`src/rtl/plcm_pkg.sv`:
```
package plcm_pkg;

	localparam int SMP_W    = 8;
	localparam int CH_W     = 8;
	localparam int N_CH     = 3;
	localparam int REM_W    = 8;
	localparam int NUM_W    = 7;
	localparam int QUO_W    = 7;
	localparam int SEG_W    = 3;
	localparam int D1_STEPS = 3;
	localparam int D2_STEPS = 7;
	localparam int PROD_W   = REM_W + CH_W;

	localparam logic [SEG_W-1:0] SEG_LAST = 3'd4;
	localparam logic [CH_W-1:0]  WHITE    = 8'd255;

	typedef enum logic [0:0] {
		CFG_MIN_VALUE = 1'b0,
		CFG_MAX_VALUE = 1'b1
	} cfg_idx_t;

	// One restoring-division lane: partial remainder, numerator bits still to
	// shift in (msb first), quotient bits so far.
	typedef struct packed {
		logic [REM_W-1:0] rem;
		logic [NUM_W-1:0] num;
		logic [QUO_W-1:0] quo;
	} lane_t;

	typedef lane_t [N_CH-1:0] lane3_t;

	typedef struct packed {
		logic                       white;
		logic                       last;
		logic [REM_W-1:0]           span;
		logic [N_CH-1:0][CH_W-1:0]  lower;
		logic [N_CH-1:0]            neg;
	} side_t;

	// Knot colours packed blue, green, red from the top down.
	function automatic logic [N_CH*CH_W-1:0] knot_rgb(input logic [SEG_W-1:0] idx);
		logic [N_CH*CH_W-1:0] c;
		case (idx)
			3'd0:    c = {8'd128, 8'd0,   8'd0};
			3'd1:    c = {8'd255, 8'd128, 8'd0};
			3'd2:    c = {8'd128, 8'd255, 8'd128};
			3'd3:    c = {8'd0,   8'd128, 8'd255};
			3'd4:    c = {8'd0,   8'd0,   8'd128};
			default: c = {8'd0,   8'd0,   8'd128};
		endcase
		return c;
	endfunction

endpackage

```
`src/rtl/plcm_div_cell.sv`:
```
module plcm_div_cell
	import plcm_pkg::*;
(
	input  logic             clk,
	input  logic             en,
	input  logic [REM_W-1:0] span,
	input  lane_t            lane_i,
	output lane_t            lane_o
);

	logic [REM_W:0] trial;
	logic [REM_W:0] diff;
	logic           fits;
	lane_t          nxt;

	// Shift in the next numerator bit, subtract the divisor where it fits.
	always_comb begin
		trial = {lane_i.rem, lane_i.num[NUM_W-1]};
		diff  = trial - {1'b0, span};
		fits  = (trial >= {1'b0, span});
		nxt.rem = fits ? diff[REM_W-1:0] : trial[REM_W-1:0];
		nxt.num = {lane_i.num[NUM_W-2:0], 1'b0};
		nxt.quo = {lane_i.quo[QUO_W-2:0], fits};
	end

	always_ff @(posedge clk) begin
		if (en) begin
			lane_o <= nxt;
		end
	end

endmodule

```
`src/rtl/plcm_knot.sv`:
```
module plcm_knot
	import plcm_pkg::*;
(
	input  logic   clk,
	input  logic   en,
	input  side_t  side_i,
	input  lane_t  lane_i,
	output side_t  side_s5,
	output lane3_t lanes_s5
);

	logic [SEG_W-1:0]      seg;
	logic [N_CH*CH_W-1:0]  rgb_lo;
	logic [N_CH*CH_W-1:0]  rgb_hi;
	side_t                 side_d;
	lane3_t                lanes_d;
	logic [N_CH-1:0][CH_W:0]    dif;
	logic [N_CH-1:0][CH_W:0]    mag9;
	logic [N_CH-1:0][PROD_W-1:0] prod;

	assign seg    = lane_i.quo[SEG_W-1:0];
	assign rgb_lo = knot_rgb(seg);
	assign rgb_hi = knot_rgb(seg + 3'd1);

	always_comb begin
		side_d      = side_i;
		side_d.last = (side_i.span == '0) || (seg >= SEG_LAST);
		for (int c = 0; c < N_CH; c++) begin
			dif[c]  = {1'b0, rgb_hi[c*CH_W +: CH_W]} - {1'b0, rgb_lo[c*CH_W +: CH_W]};
			mag9[c] = dif[c][CH_W] ? (~dif[c] + 9'd1) : dif[c];
			prod[c] = PROD_W'(lane_i.rem) * PROD_W'(mag9[c][CH_W-1:0]);
			side_d.lower[c] = rgb_lo[c*CH_W +: CH_W];
			side_d.neg[c]   = dif[c][CH_W];
			// Quotient stays below 128, so the top byte is already below span.
			lanes_d[c].rem = prod[c][PROD_W-2 -: REM_W];
			lanes_d[c].num = prod[c][NUM_W-1:0];
			lanes_d[c].quo = '0;
		end
	end

	always_ff @(posedge clk) begin
		if (en) begin
			side_s5  <= side_d;
			lanes_s5 <= lanes_d;
		end
	end

endmodule

```
`src/rtl/piecewise_linear_colormap.sv`:
```
// Pipeline: 13 register stages; an accepted word moves through them in order
// to the output register, which holds it until m_tready takes it.
// Throughput: one word per cycle unless m_tready stalls the output, set by the
// cells (3 for the segment, 7 per channel for the fraction), one per stage.
// Reset (arst_n low, asynchronous): all stages empty, min_value = 0,
// max_value = 255.
module piecewise_linear_colormap
	import plcm_pkg::*;
(
	input  logic                 clk,
	input  logic                 arst_n,
	// configuration
	input  logic                 cfg_we,
	input  logic [0:0]           cfg_idx,
	input  logic [SMP_W-1:0]     cfg_data,
	// input stream
	input  logic                 s_tvalid,
	output logic                 s_tready,
	input  logic [SMP_W-1:0]     s_tdata,   // [7:0] sample
	// output stream
	output logic                 m_tvalid,
	input  logic                 m_tready,
	output logic [N_CH*CH_W-1:0] m_tdata    // [7:0] red, [15:8] green, [23:16] blue
);

	localparam int N_STG   = 1 + D1_STEPS + 1 + D2_STEPS + 1;
	localparam int KNOT_ST = 1 + D1_STEPS;
	localparam int OUT_ST  = N_STG - 1;

	// Configuration registers.
	logic [SMP_W-1:0] min_q;
	logic [SMP_W-1:0] max_q;

	always_ff @(posedge clk or negedge arst_n) begin
		if (!arst_n) begin
			min_q <= '0;
			max_q <= '1;
		end else if (cfg_we) begin
			case (cfg_idx_t'(cfg_idx))
				CFG_MIN_VALUE: min_q <= cfg_data;
				CFG_MAX_VALUE: max_q <= cfg_data;
				default: ;
			endcase
		end
	end

	// Stage valids and the load-enable chain: a stage loads when it is empty
	// or its successor loads too, so bubbles collapse and the input keeps
	// taking words while the output register waits.
	logic [N_STG-1:0] vld_q;
	logic [N_STG-1:0] vld_in;
	logic [N_STG:0]   take;

	always_comb begin
		take[N_STG] = m_tready;
		for (int i = N_STG - 1; i >= 0; i--) begin
			take[i] = !vld_q[i] || take[i+1];
		end
	end

	// Valid bit each stage would load: its predecessor's, or the input's.
	assign vld_in = {vld_q[N_STG-2:0], s_tvalid};

	always_ff @(posedge clk or negedge arst_n) begin
		if (!arst_n) begin
			vld_q <= '0;
		end else begin
			for (int i = 0; i < N_STG; i++) begin
				if (take[i]) begin
					vld_q[i] <= vld_in[i];
				end
			end
		end
	end

	assign s_tready = take[0];
	assign m_tvalid = vld_q[OUT_ST];

	// Front stage: clamp the sample, form span and four times the offset, flag zero as white.
	logic [SMP_W-1:0] hi_eff;
	logic [SMP_W-1:0] s_clamp;
	logic [SMP_W-1:0] offs;
	logic [SMP_W+1:0] rem4;
	side_t            side_d0;
	lane_t            lane_d0;

	always_comb begin
		hi_eff  = (max_q < min_q) ? min_q : max_q;
		s_clamp = (s_tdata < min_q) ? min_q : ((s_tdata > hi_eff) ? hi_eff : s_tdata);
		offs    = s_clamp - min_q;
		rem4    = {offs, 2'b00};
		side_d0       = '0;
		side_d0.white = (s_tdata == '0);
		side_d0.span  = hi_eff - min_q;
		// The segment index is below 8, so start with the bits above it.
		lane_d0.rem = {1'b0, rem4[SMP_W+1 -: REM_W-1]};
		lane_d0.num = {rem4[D1_STEPS-1:0], {(NUM_W-D1_STEPS){1'b0}}};
		lane_d0.quo = '0;
	end

	side_t side_d1 [0:D1_STEPS];
	lane_t lane_d1 [0:D1_STEPS];

	always_ff @(posedge clk) begin
		if (take[0]) begin
			side_d1[0] <= side_d0;
			lane_d1[0] <= lane_d0;
		end
	end

	// Segment division: rem4 / span, one quotient bit per cell.
	for (genvar k = 1; k <= D1_STEPS; k++) begin : g_d1
		plcm_div_cell u_cell (
			.clk    (clk),
			.en     (take[k]),
			.span   (side_d1[k-1].span),
			.lane_i (lane_d1[k-1]),
			.lane_o (lane_d1[k])
		);

		always_ff @(posedge clk) begin
			if (take[k]) begin
				side_d1[k] <= side_d1[k-1];
			end
		end
	end

	// Knot lookup and the rem * |diff| products.
	side_t  side_d2  [0:D2_STEPS];
	lane3_t lanes_d2 [0:D2_STEPS];

	plcm_knot u_knot (
		.clk      (clk),
		.en       (take[KNOT_ST]),
		.side_i   (side_d1[D1_STEPS]),
		.lane_i   (lane_d1[D1_STEPS]),
		.side_s5  (side_d2[0]),
		.lanes_s5 (lanes_d2[0])
	);

	// Fraction division: three channel lanes side by side in each stage.
	for (genvar k = 1; k <= D2_STEPS; k++) begin : g_d2
		for (genvar c = 0; c < N_CH; c++) begin : g_ch
			plcm_div_cell u_cell (
				.clk    (clk),
				.en     (take[KNOT_ST+k]),
				.span   (side_d2[k-1].span),
				.lane_i (lanes_d2[k-1][c]),
				.lane_o (lanes_d2[k][c])
			);
		end

		always_ff @(posedge clk) begin
			if (take[KNOT_ST+k]) begin
				side_d2[k] <= side_d2[k-1];
			end
		end
	end

	// Final stage: apply the floor for falling channels, then white and the
	// last-knot override.
	side_t                     side_f;
	lane3_t                    lanes_f;
	logic [N_CH*CH_W-1:0]      rgb_last;
	logic [N_CH*CH_W-1:0]      rgb_d;
	logic [N_CH-1:0][CH_W:0]   v9;
	logic [N_CH*CH_W-1:0]      out_s13;

	assign side_f   = side_d2[D2_STEPS];
	assign lanes_f  = lanes_d2[D2_STEPS];
	assign rgb_last = knot_rgb(SEG_LAST);

	always_comb begin
		for (int c = 0; c < N_CH; c++) begin
			if (side_f.neg[c]) begin
				v9[c] = {1'b0, side_f.lower[c]} - {2'b00, lanes_f[c].quo}
					- {{CH_W{1'b0}}, (lanes_f[c].rem != '0)};
			end else begin
				v9[c] = {1'b0, side_f.lower[c]} + {2'b00, lanes_f[c].quo};
			end
			if (side_f.white) begin
				rgb_d[c*CH_W +: CH_W] = WHITE;
			end else if (side_f.last) begin
				rgb_d[c*CH_W +: CH_W] = rgb_last[c*CH_W +: CH_W];
			end else begin
				rgb_d[c*CH_W +: CH_W] = v9[c][CH_W-1:0];
			end
		end
	end

	always_ff @(posedge clk) begin
		if (take[OUT_ST]) begin
			out_s13 <= rgb_d;
		end
	end

	assign m_tdata = out_s13;

`ifndef SYNTHESIS
	// Segment quotient must stay within five knots and leave a proper remainder.
	a_seg_range: assert property (@(posedge clk) disable iff (!arst_n)
		(vld_q[D1_STEPS] && !side_d1[D1_STEPS].white && side_d1[D1_STEPS].span != '0)
		|-> (lane_d1[D1_STEPS].quo[SEG_W-1:0] <= SEG_LAST
			&& lane_d1[D1_STEPS].quo[QUO_W-1:SEG_W] == '0
			&& lane_d1[D1_STEPS].rem < side_d1[D1_STEPS].span))
		else $error("segment division out of range");

	// Fraction remainders stay below span on every interpolated channel.
	a_frac_rem: assert property (@(posedge clk) disable iff (!arst_n)
		(vld_q[OUT_ST-1] && !side_f.white && !side_f.last)
		|-> (lanes_f[0].rem < side_f.span && lanes_f[1].rem < side_f.span
			&& lanes_f[2].rem < side_f.span))
		else $error("fraction division remainder not below span");

	// Input back-pressure only when every stage is full and the output stalls.
	a_stall_src: assert property (@(posedge clk) disable iff (!arst_n)
		!s_tready |-> (m_tvalid && !m_tready && (&vld_q)))
		else $error("input stalled without a full pipeline");
`endif

endmodule
```
`config.mk`:
```
export PLATFORM = sky130hd
export DESIGN_NAME = piecewise_linear_colormap
export DESIGN_NICKNAME = d
export VERILOG_FILES = /design/src/rtl/plcm_pkg.sv /design/src/rtl/plcm_div_cell.sv /design/src/rtl/plcm_knot.sv /design/src/rtl/piecewise_linear_colormap.sv
export SDC_FILE = /design/constraint.sdc
export NUM_CORES = 1
export LEC_CHECK = 0
export BUFFER_PORTS_ARGS = -buffer_cell sky130_fd_sc_hd__buf_2
export CORE_MARGIN = 2
export CORE_UTILIZATION = 35
export DETAILED_ROUTE_END_ITERATION = 8
export HOLD_SLACK_MARGIN = 0.02
export SLEW_MARGIN = 10
export SYNTH_ARGS = -nofsm -noshare
export SYNTH_HDL_FRONTEND = slang
export SYNTH_SLANG_ARGS = --single-unit
```
`constraint.sdc`:
```
create_clock -name clk -period 11 [get_ports clk]
set_clock_uncertainty 0.2 [all_clocks]
set_input_delay 2.75 -clock clk [delete_from_list [all_inputs] [get_ports clk]]
set_output_delay 2.75 -clock clk [all_outputs]
set_load 0.05 [all_outputs]
```
-- Yosys cells after proc, flatten, opt, wreduce, memory -nomap -nowiden
Memory sizes are Yosys's and may differ from the RTL's.
Cells that the tools add are included.
- add/sub/neg operators: 42
- multipliers: 3
- $lt $le $gt $ge: 28
- equality and inequality tests: 6
- multiplexer cells: 46
- bitwise gates (word level): 4
- reductions and logical operators: 37
- operator list (operator ; count):
    $mux W8 ; 35
    $sub A8 B8 Y8 ; 26
    $ge A9 B8 Y1 ; 23
    $pmux W24 S4 ; 2
    $mul A8 B8 Y15 ; 3
    $sub A8 B8 Y9 ; 3
    $add A8 B1 Y8 const B ; 3
    $add A8 B7 Y8 ; 3
    $not A8 Y8 ; 3
    $reduce_bool A8 Y1 ; 3
    $sub A8 B1 Y8 ; 3
    $sub A8 B7 Y8 ; 3
    $logic_not A8 Y1 ; 2
    $lt A8 B8 Y1 ; 2
    $logic_or A1 B1 Y1 ; 14
    $logic_not A1 Y1 ; 13
    $eq A3 B2 Y1 const B ; 4
    $ge A8 B8 Y1 ; 1
    $gt A8 B8 Y1 ; 1
    $mux W1 ; 8
    $mux W7 ; 1
    $eq A3 B1 Y1 const B ; 2
    $logic_not A3 Y1 ; 2
    $reduce_and A2 Y1 ; 2
    other kinds (4) ; 4
- flip-flop bits (word level): 739
- RAM bits: 148
- input bits: 22
- output and inout bits: 26
- memories kept: 1
- memories (memory ; words ; bits a word ; read ports ; clocked after memory_dff ; write ports ; RTL line ; source):
    side_d1 ; 4 ; 37 ; 4 ; 0 ; 4 ; piecewise_linear_colormap.sv:101 ; side_t side_d1 [0:D1_STEPS];

-- Depth between registers and ports, before layout
- word-level depth: 16
- depth in mapped cells: 27

-- Modules after synthesis
Synthesis repeated with hierarchy kept, for this count alone.
- cell total of the unflattened synthesis: 3821
- area total of the unflattened synthesis: 50656.1 µm²
- modules (own cells, without submodules) (module ; instances ; cells each ; area an instance (µm²) ; sequential area each (µm²)):
    plcm_div_cell (g_d1[1].u_cell ...) ; 20 ; 89 ; 1181.1 ; 630.6
    piecewise_linear_colormap ; 1 ; 906 ; 14318.7 ; 10314.9
    plcm_knot ; 1 ; 769 ; 8084.0 ; 1921.8
    plcm_div_cell (g_d2[2].g_ch[0].u_cell ...) ; 3 ; 92 ; 1162.4 ; 630.6
    plcm_div_cell (g_d2[1].g_ch[2].u_cell) ; 1 ; 90 ; 1143.6 ; 630.6

-- Least setup slack after synthesis
No wires, ideal clock.
- kind: input port to output port
- from: input port m_tready
- to: output port s_tready
- arrival time: 7.602 ns
- path slack: 0.448 ns
- stages: 8
- path buffers: 0
- cell sequence: nand2b_1 nor2_1 inv_1 nor2_1 and2_1 inv_1 nor2_1 nand4_1
- word-level cells in the longest chain between the ends: 13
- RTL lines (item ; RTL line ; source):
    start, declared ; piecewise_linear_colormap.sv:22 ; input logic m_tready,
    $logic_or A1 B1 Y1 (2 in series) ; piecewise_linear_colormap.sv:57 ; take[i] = !vld_q[i] || take[i+1];
    net g_d2[7].g_ch[0].u_cell.en ; plcm_div_cell.sv:5 ; input logic en,
    $logic_or A1 B1 Y1 (4 in series) ; piecewise_linear_colormap.sv:57 ;
    net g_d2[3].g_ch[0].u_cell.en ; plcm_div_cell.sv:5 ;
    $logic_or A1 B1 Y1 (7 in series) ; piecewise_linear_colormap.sv:57 ;
    end, declared ; piecewise_linear_colormap.sv:18 ; output logic s_tready,
The timed path passes the listed nets, and every way through them passes these cells.

-- Worst setup path in the final report
- from: input port m_tready
- to: output port s_tready
- word-level cells in the longest chain between the ends: 13
- RTL lines (item ; RTL line ; source):
    $logic_or A1 B1 Y1 ; piecewise_linear_colormap.sv:57 ;
    net take[12] ; piecewise_linear_colormap.sv:52 ; logic [N_STG:0] take;
    $logic_or A1 B1 Y1 ; piecewise_linear_colormap.sv:57 ;
    net g_d2[7].g_ch[0].u_cell.en ; plcm_div_cell.sv:5 ;
    $logic_or A1 B1 Y1 (4 in series) ; piecewise_linear_colormap.sv:57 ;
    net g_d2[3].g_ch[0].u_cell.en ; plcm_div_cell.sv:5 ;
    $logic_or A1 B1 Y1 (7 in series) ; piecewise_linear_colormap.sv:57 ;
The timed path passes the listed nets, and every way through them passes these cells.

==> metrics <==
CP startpoint kind input port; CTS Hold Bufs 0; setup violators final 0; Rel. slew slack 0.317; PostCTS Resize Cnt 0; CTS Buffer Depth 3; CP endpoint kind primary output; Period minus WS final 8.45 ns; Die Y 337 um; vias in the first global route 22.6k; status complete, no violations; Diodes inserted 0; H-tree depth 3; top cell type's share of synthesized area 0.466; leading cell type in the layout, fill and taps excluded edfxtp_1; CTS Root Cell clkbuf_16; Clock Latency Late Sink 0.63 ns; DRT iter0 DRCs 915; final WL 72,200 um; Clock transition at path regs 0.06 ns; Critical Path RT 8.05 ns; post-DP HPWL 55,900 um; Cells after Synth 3,160; main flop type after synthesis edfxtp_1; worst min path class flip-flop to flip-flop; grt total ovfl 0; Post-CTS Setup Bufs 0; starting density of the core 0.352; pin count of the biggest net entering global routing 67; core box area 110,000 um^2; non-filler instance count after layout 4,817; Slew Limit Fails 0; antenna violations before repair 0; first-pass detailed-route iteration total 6; antenna violation net count after detailed routing 0; Post-Synth Adder-Cell Area 0.198; post-synthesis mux area share 0.0544; top fanout value on the critical path 66; Crit Path Category input port to primary output; largest family of logic cells by synthesized area adder cells; Setup TNS 0 ns; max-cap violation count 0; synthesized area per cell 12.3 um^2; Post-Synth XOR/XNOR Area 0.0354; first-pass GRT wire length 120,000 um; DRC Markers 0; EDFF count, synth 602; critical path arrival 5.50 ns; TritonCTS clock tree done; Yosys reg bits 631; wire per inst 15.0 um; final hold violations 0; most frequent cells in the layout 602 x edfxtp_1, 463 x inv_1, 390 x ha_1, 201 x nor2_1, 140 x fa_1; Compound-Gate Fraction of Synth Area 0.103; area leader, netlist edfxtp_1; routed vias/inst 4.64; Nets 3,825; cell row count 122; worst-margin pin slew 1.02 ns; synthesized area 38,800 um^2; Seq/Total Area, Yosys 0.485; Total Die Area 113,000 um^2; Port Buffers 47; vias 22.4k; Net Count, Synth 3,712; RSZ-0062 raised after global routing no; die width 337 um; Area Overhead vs Synth 11.4%; I/O pin count 48; GPL Wtd Cong 0.838; gr usage total 0.132; crit share post-route 0.768; clock sinks 631; synth warn 0; dpl cells 4,690; CTS buffer count 69; Netlist cell types 72; top cells by area, synth edfxtp_1 47%, ha_1 13%, fa_1 7.2%, inv_1 4.5%, mux2_2 3.8%; Post-synth ARST share 0.0460; layout cells sized above 1 0.116; FMAX 118 MHz; Post-Synth Simple-Gate Area 0.0764
[Yosys cell counts (12+ instances only)]
cell / number
a21oi_1: 112
inv_1: 466
xor2_1: 41
mux2_2: 132
edfxtp_1: 602
nor2_1: 201
o31ai_1: 28
a21boi_0: 51
a211oi_1: 30
xnor2_1: 112
o21a_1: 49
clkbuf_1: 12
o21ai_2: 21
nor2b_1: 71
o21ai_0: 129
nor3_1: 14
o21bai_1: 13
a211oi_4: 21
dfrtp_1: 21
a21o_1: 57
nand2_1: 129
a21boi_1: 23
mux2i_1: 54
nand2b_1: 55
fa_1: 140
ha_1: 390
nand4_1: 52
[layer usage]
metal  global-route usage  routed length (um)
met1                0.173               33700
met2                0.221               34200
met3               0.0203                2230
met4               0.0462                2180
met5                    0                   0
[registers in the layout, indices dropped and copies added (netlist names)]
signal / count
g_d2.g_ch.u_cell.lane_o: 315
g_d1.u_cell.lane_o: 30
side_d2: 125
max_q: 8
vld_q: 13
u_knot.lanes_s5: 45
min_q: 8
lane_d1: 8
u_knot.side_s5: 19
side_d1: 36
m_tdata: 24
[cell type report]
type,count,area (um^2)
Timing Repair Buffer,59,325
Inverter,466,1750
Clock buffer,81,1800
Sequential cell,631,18800
Clock inverter,46,463
Tap cell,1488,1860
Fill cell,10590,67000
Multi-Input combinational cell,2046,18200
[through the flow]
step	util	worst slack, ns	instance area, um^2	hold WS, ns
after detailed placement	0.371	2.48	40900	0.205
after global placement	0.371	2.48	40900	0.201
after CTS	0.392	2.47	43200	0.198
final	0.392	2.55	43200	0.205
after global routing	0.392	2.17	43200	0.211
after floorplan	-	0.448	38800	0.200
[logic make-up (layout without fill, tap and decap cells)]
kind of cell | after synthesis | after routing
AOI/OAI and AO/OA | 568 | 568
xor gates and xnor gates | 155 | 155
adders and majority gates | 531 | 531
buffers and inverters | 483 | 652
DFF | 631 | 631
muxes | 192 | 192
and+or+nand+nor | 600 | 600
[worst paths after layout]
| kind | from | endpoint | slack (ns) | depth (start not counted) |
|---|---|---|---|---|
| worst min register to register | g_d2[5].g_ch[0].u_cell.lane_o[12] | g_d2[6].g_ch[0].u_cell.lane_o[13] | 0.20 | 0 |
| worst max-delay path | m_tready | s_tready | 2.55 | 13 |
| max in group asynchronous | arst_n | vld_q[11] | 8.14 | 1 |
| worst max register to register | g_d1[3].u_cell.lane_o[0] | u_knot.lanes_s5[43] | 3.73 | 22 |
| worst min-delay path | g_d2[5].g_ch[0].u_cell.lane_o[12] | g_d2[6].g_ch[0].u_cell.lane_o[13] | 0.20 | 0 |
| min in group asynchronous | arst_n | min_q[5] | 1.98 | 1 |
[worst max-delay path, stage by stage]
cell and delay, ns:
buf_2 0.09, nand2b_1 0.12, buf_4 0.23, nor2_1 0.34, inv_2 0.07, nor2_1 0.19
and2_1 0.30, inv_2 0.04, buf_4 0.34, nor2_1 0.38, nand4_1 0.14, buf_4 0.23
buf_2 0.25
Power is left out: the tool's default activity adds up to more than one toggle a clock period on the data nets, which glitch-free logic cannot reach.
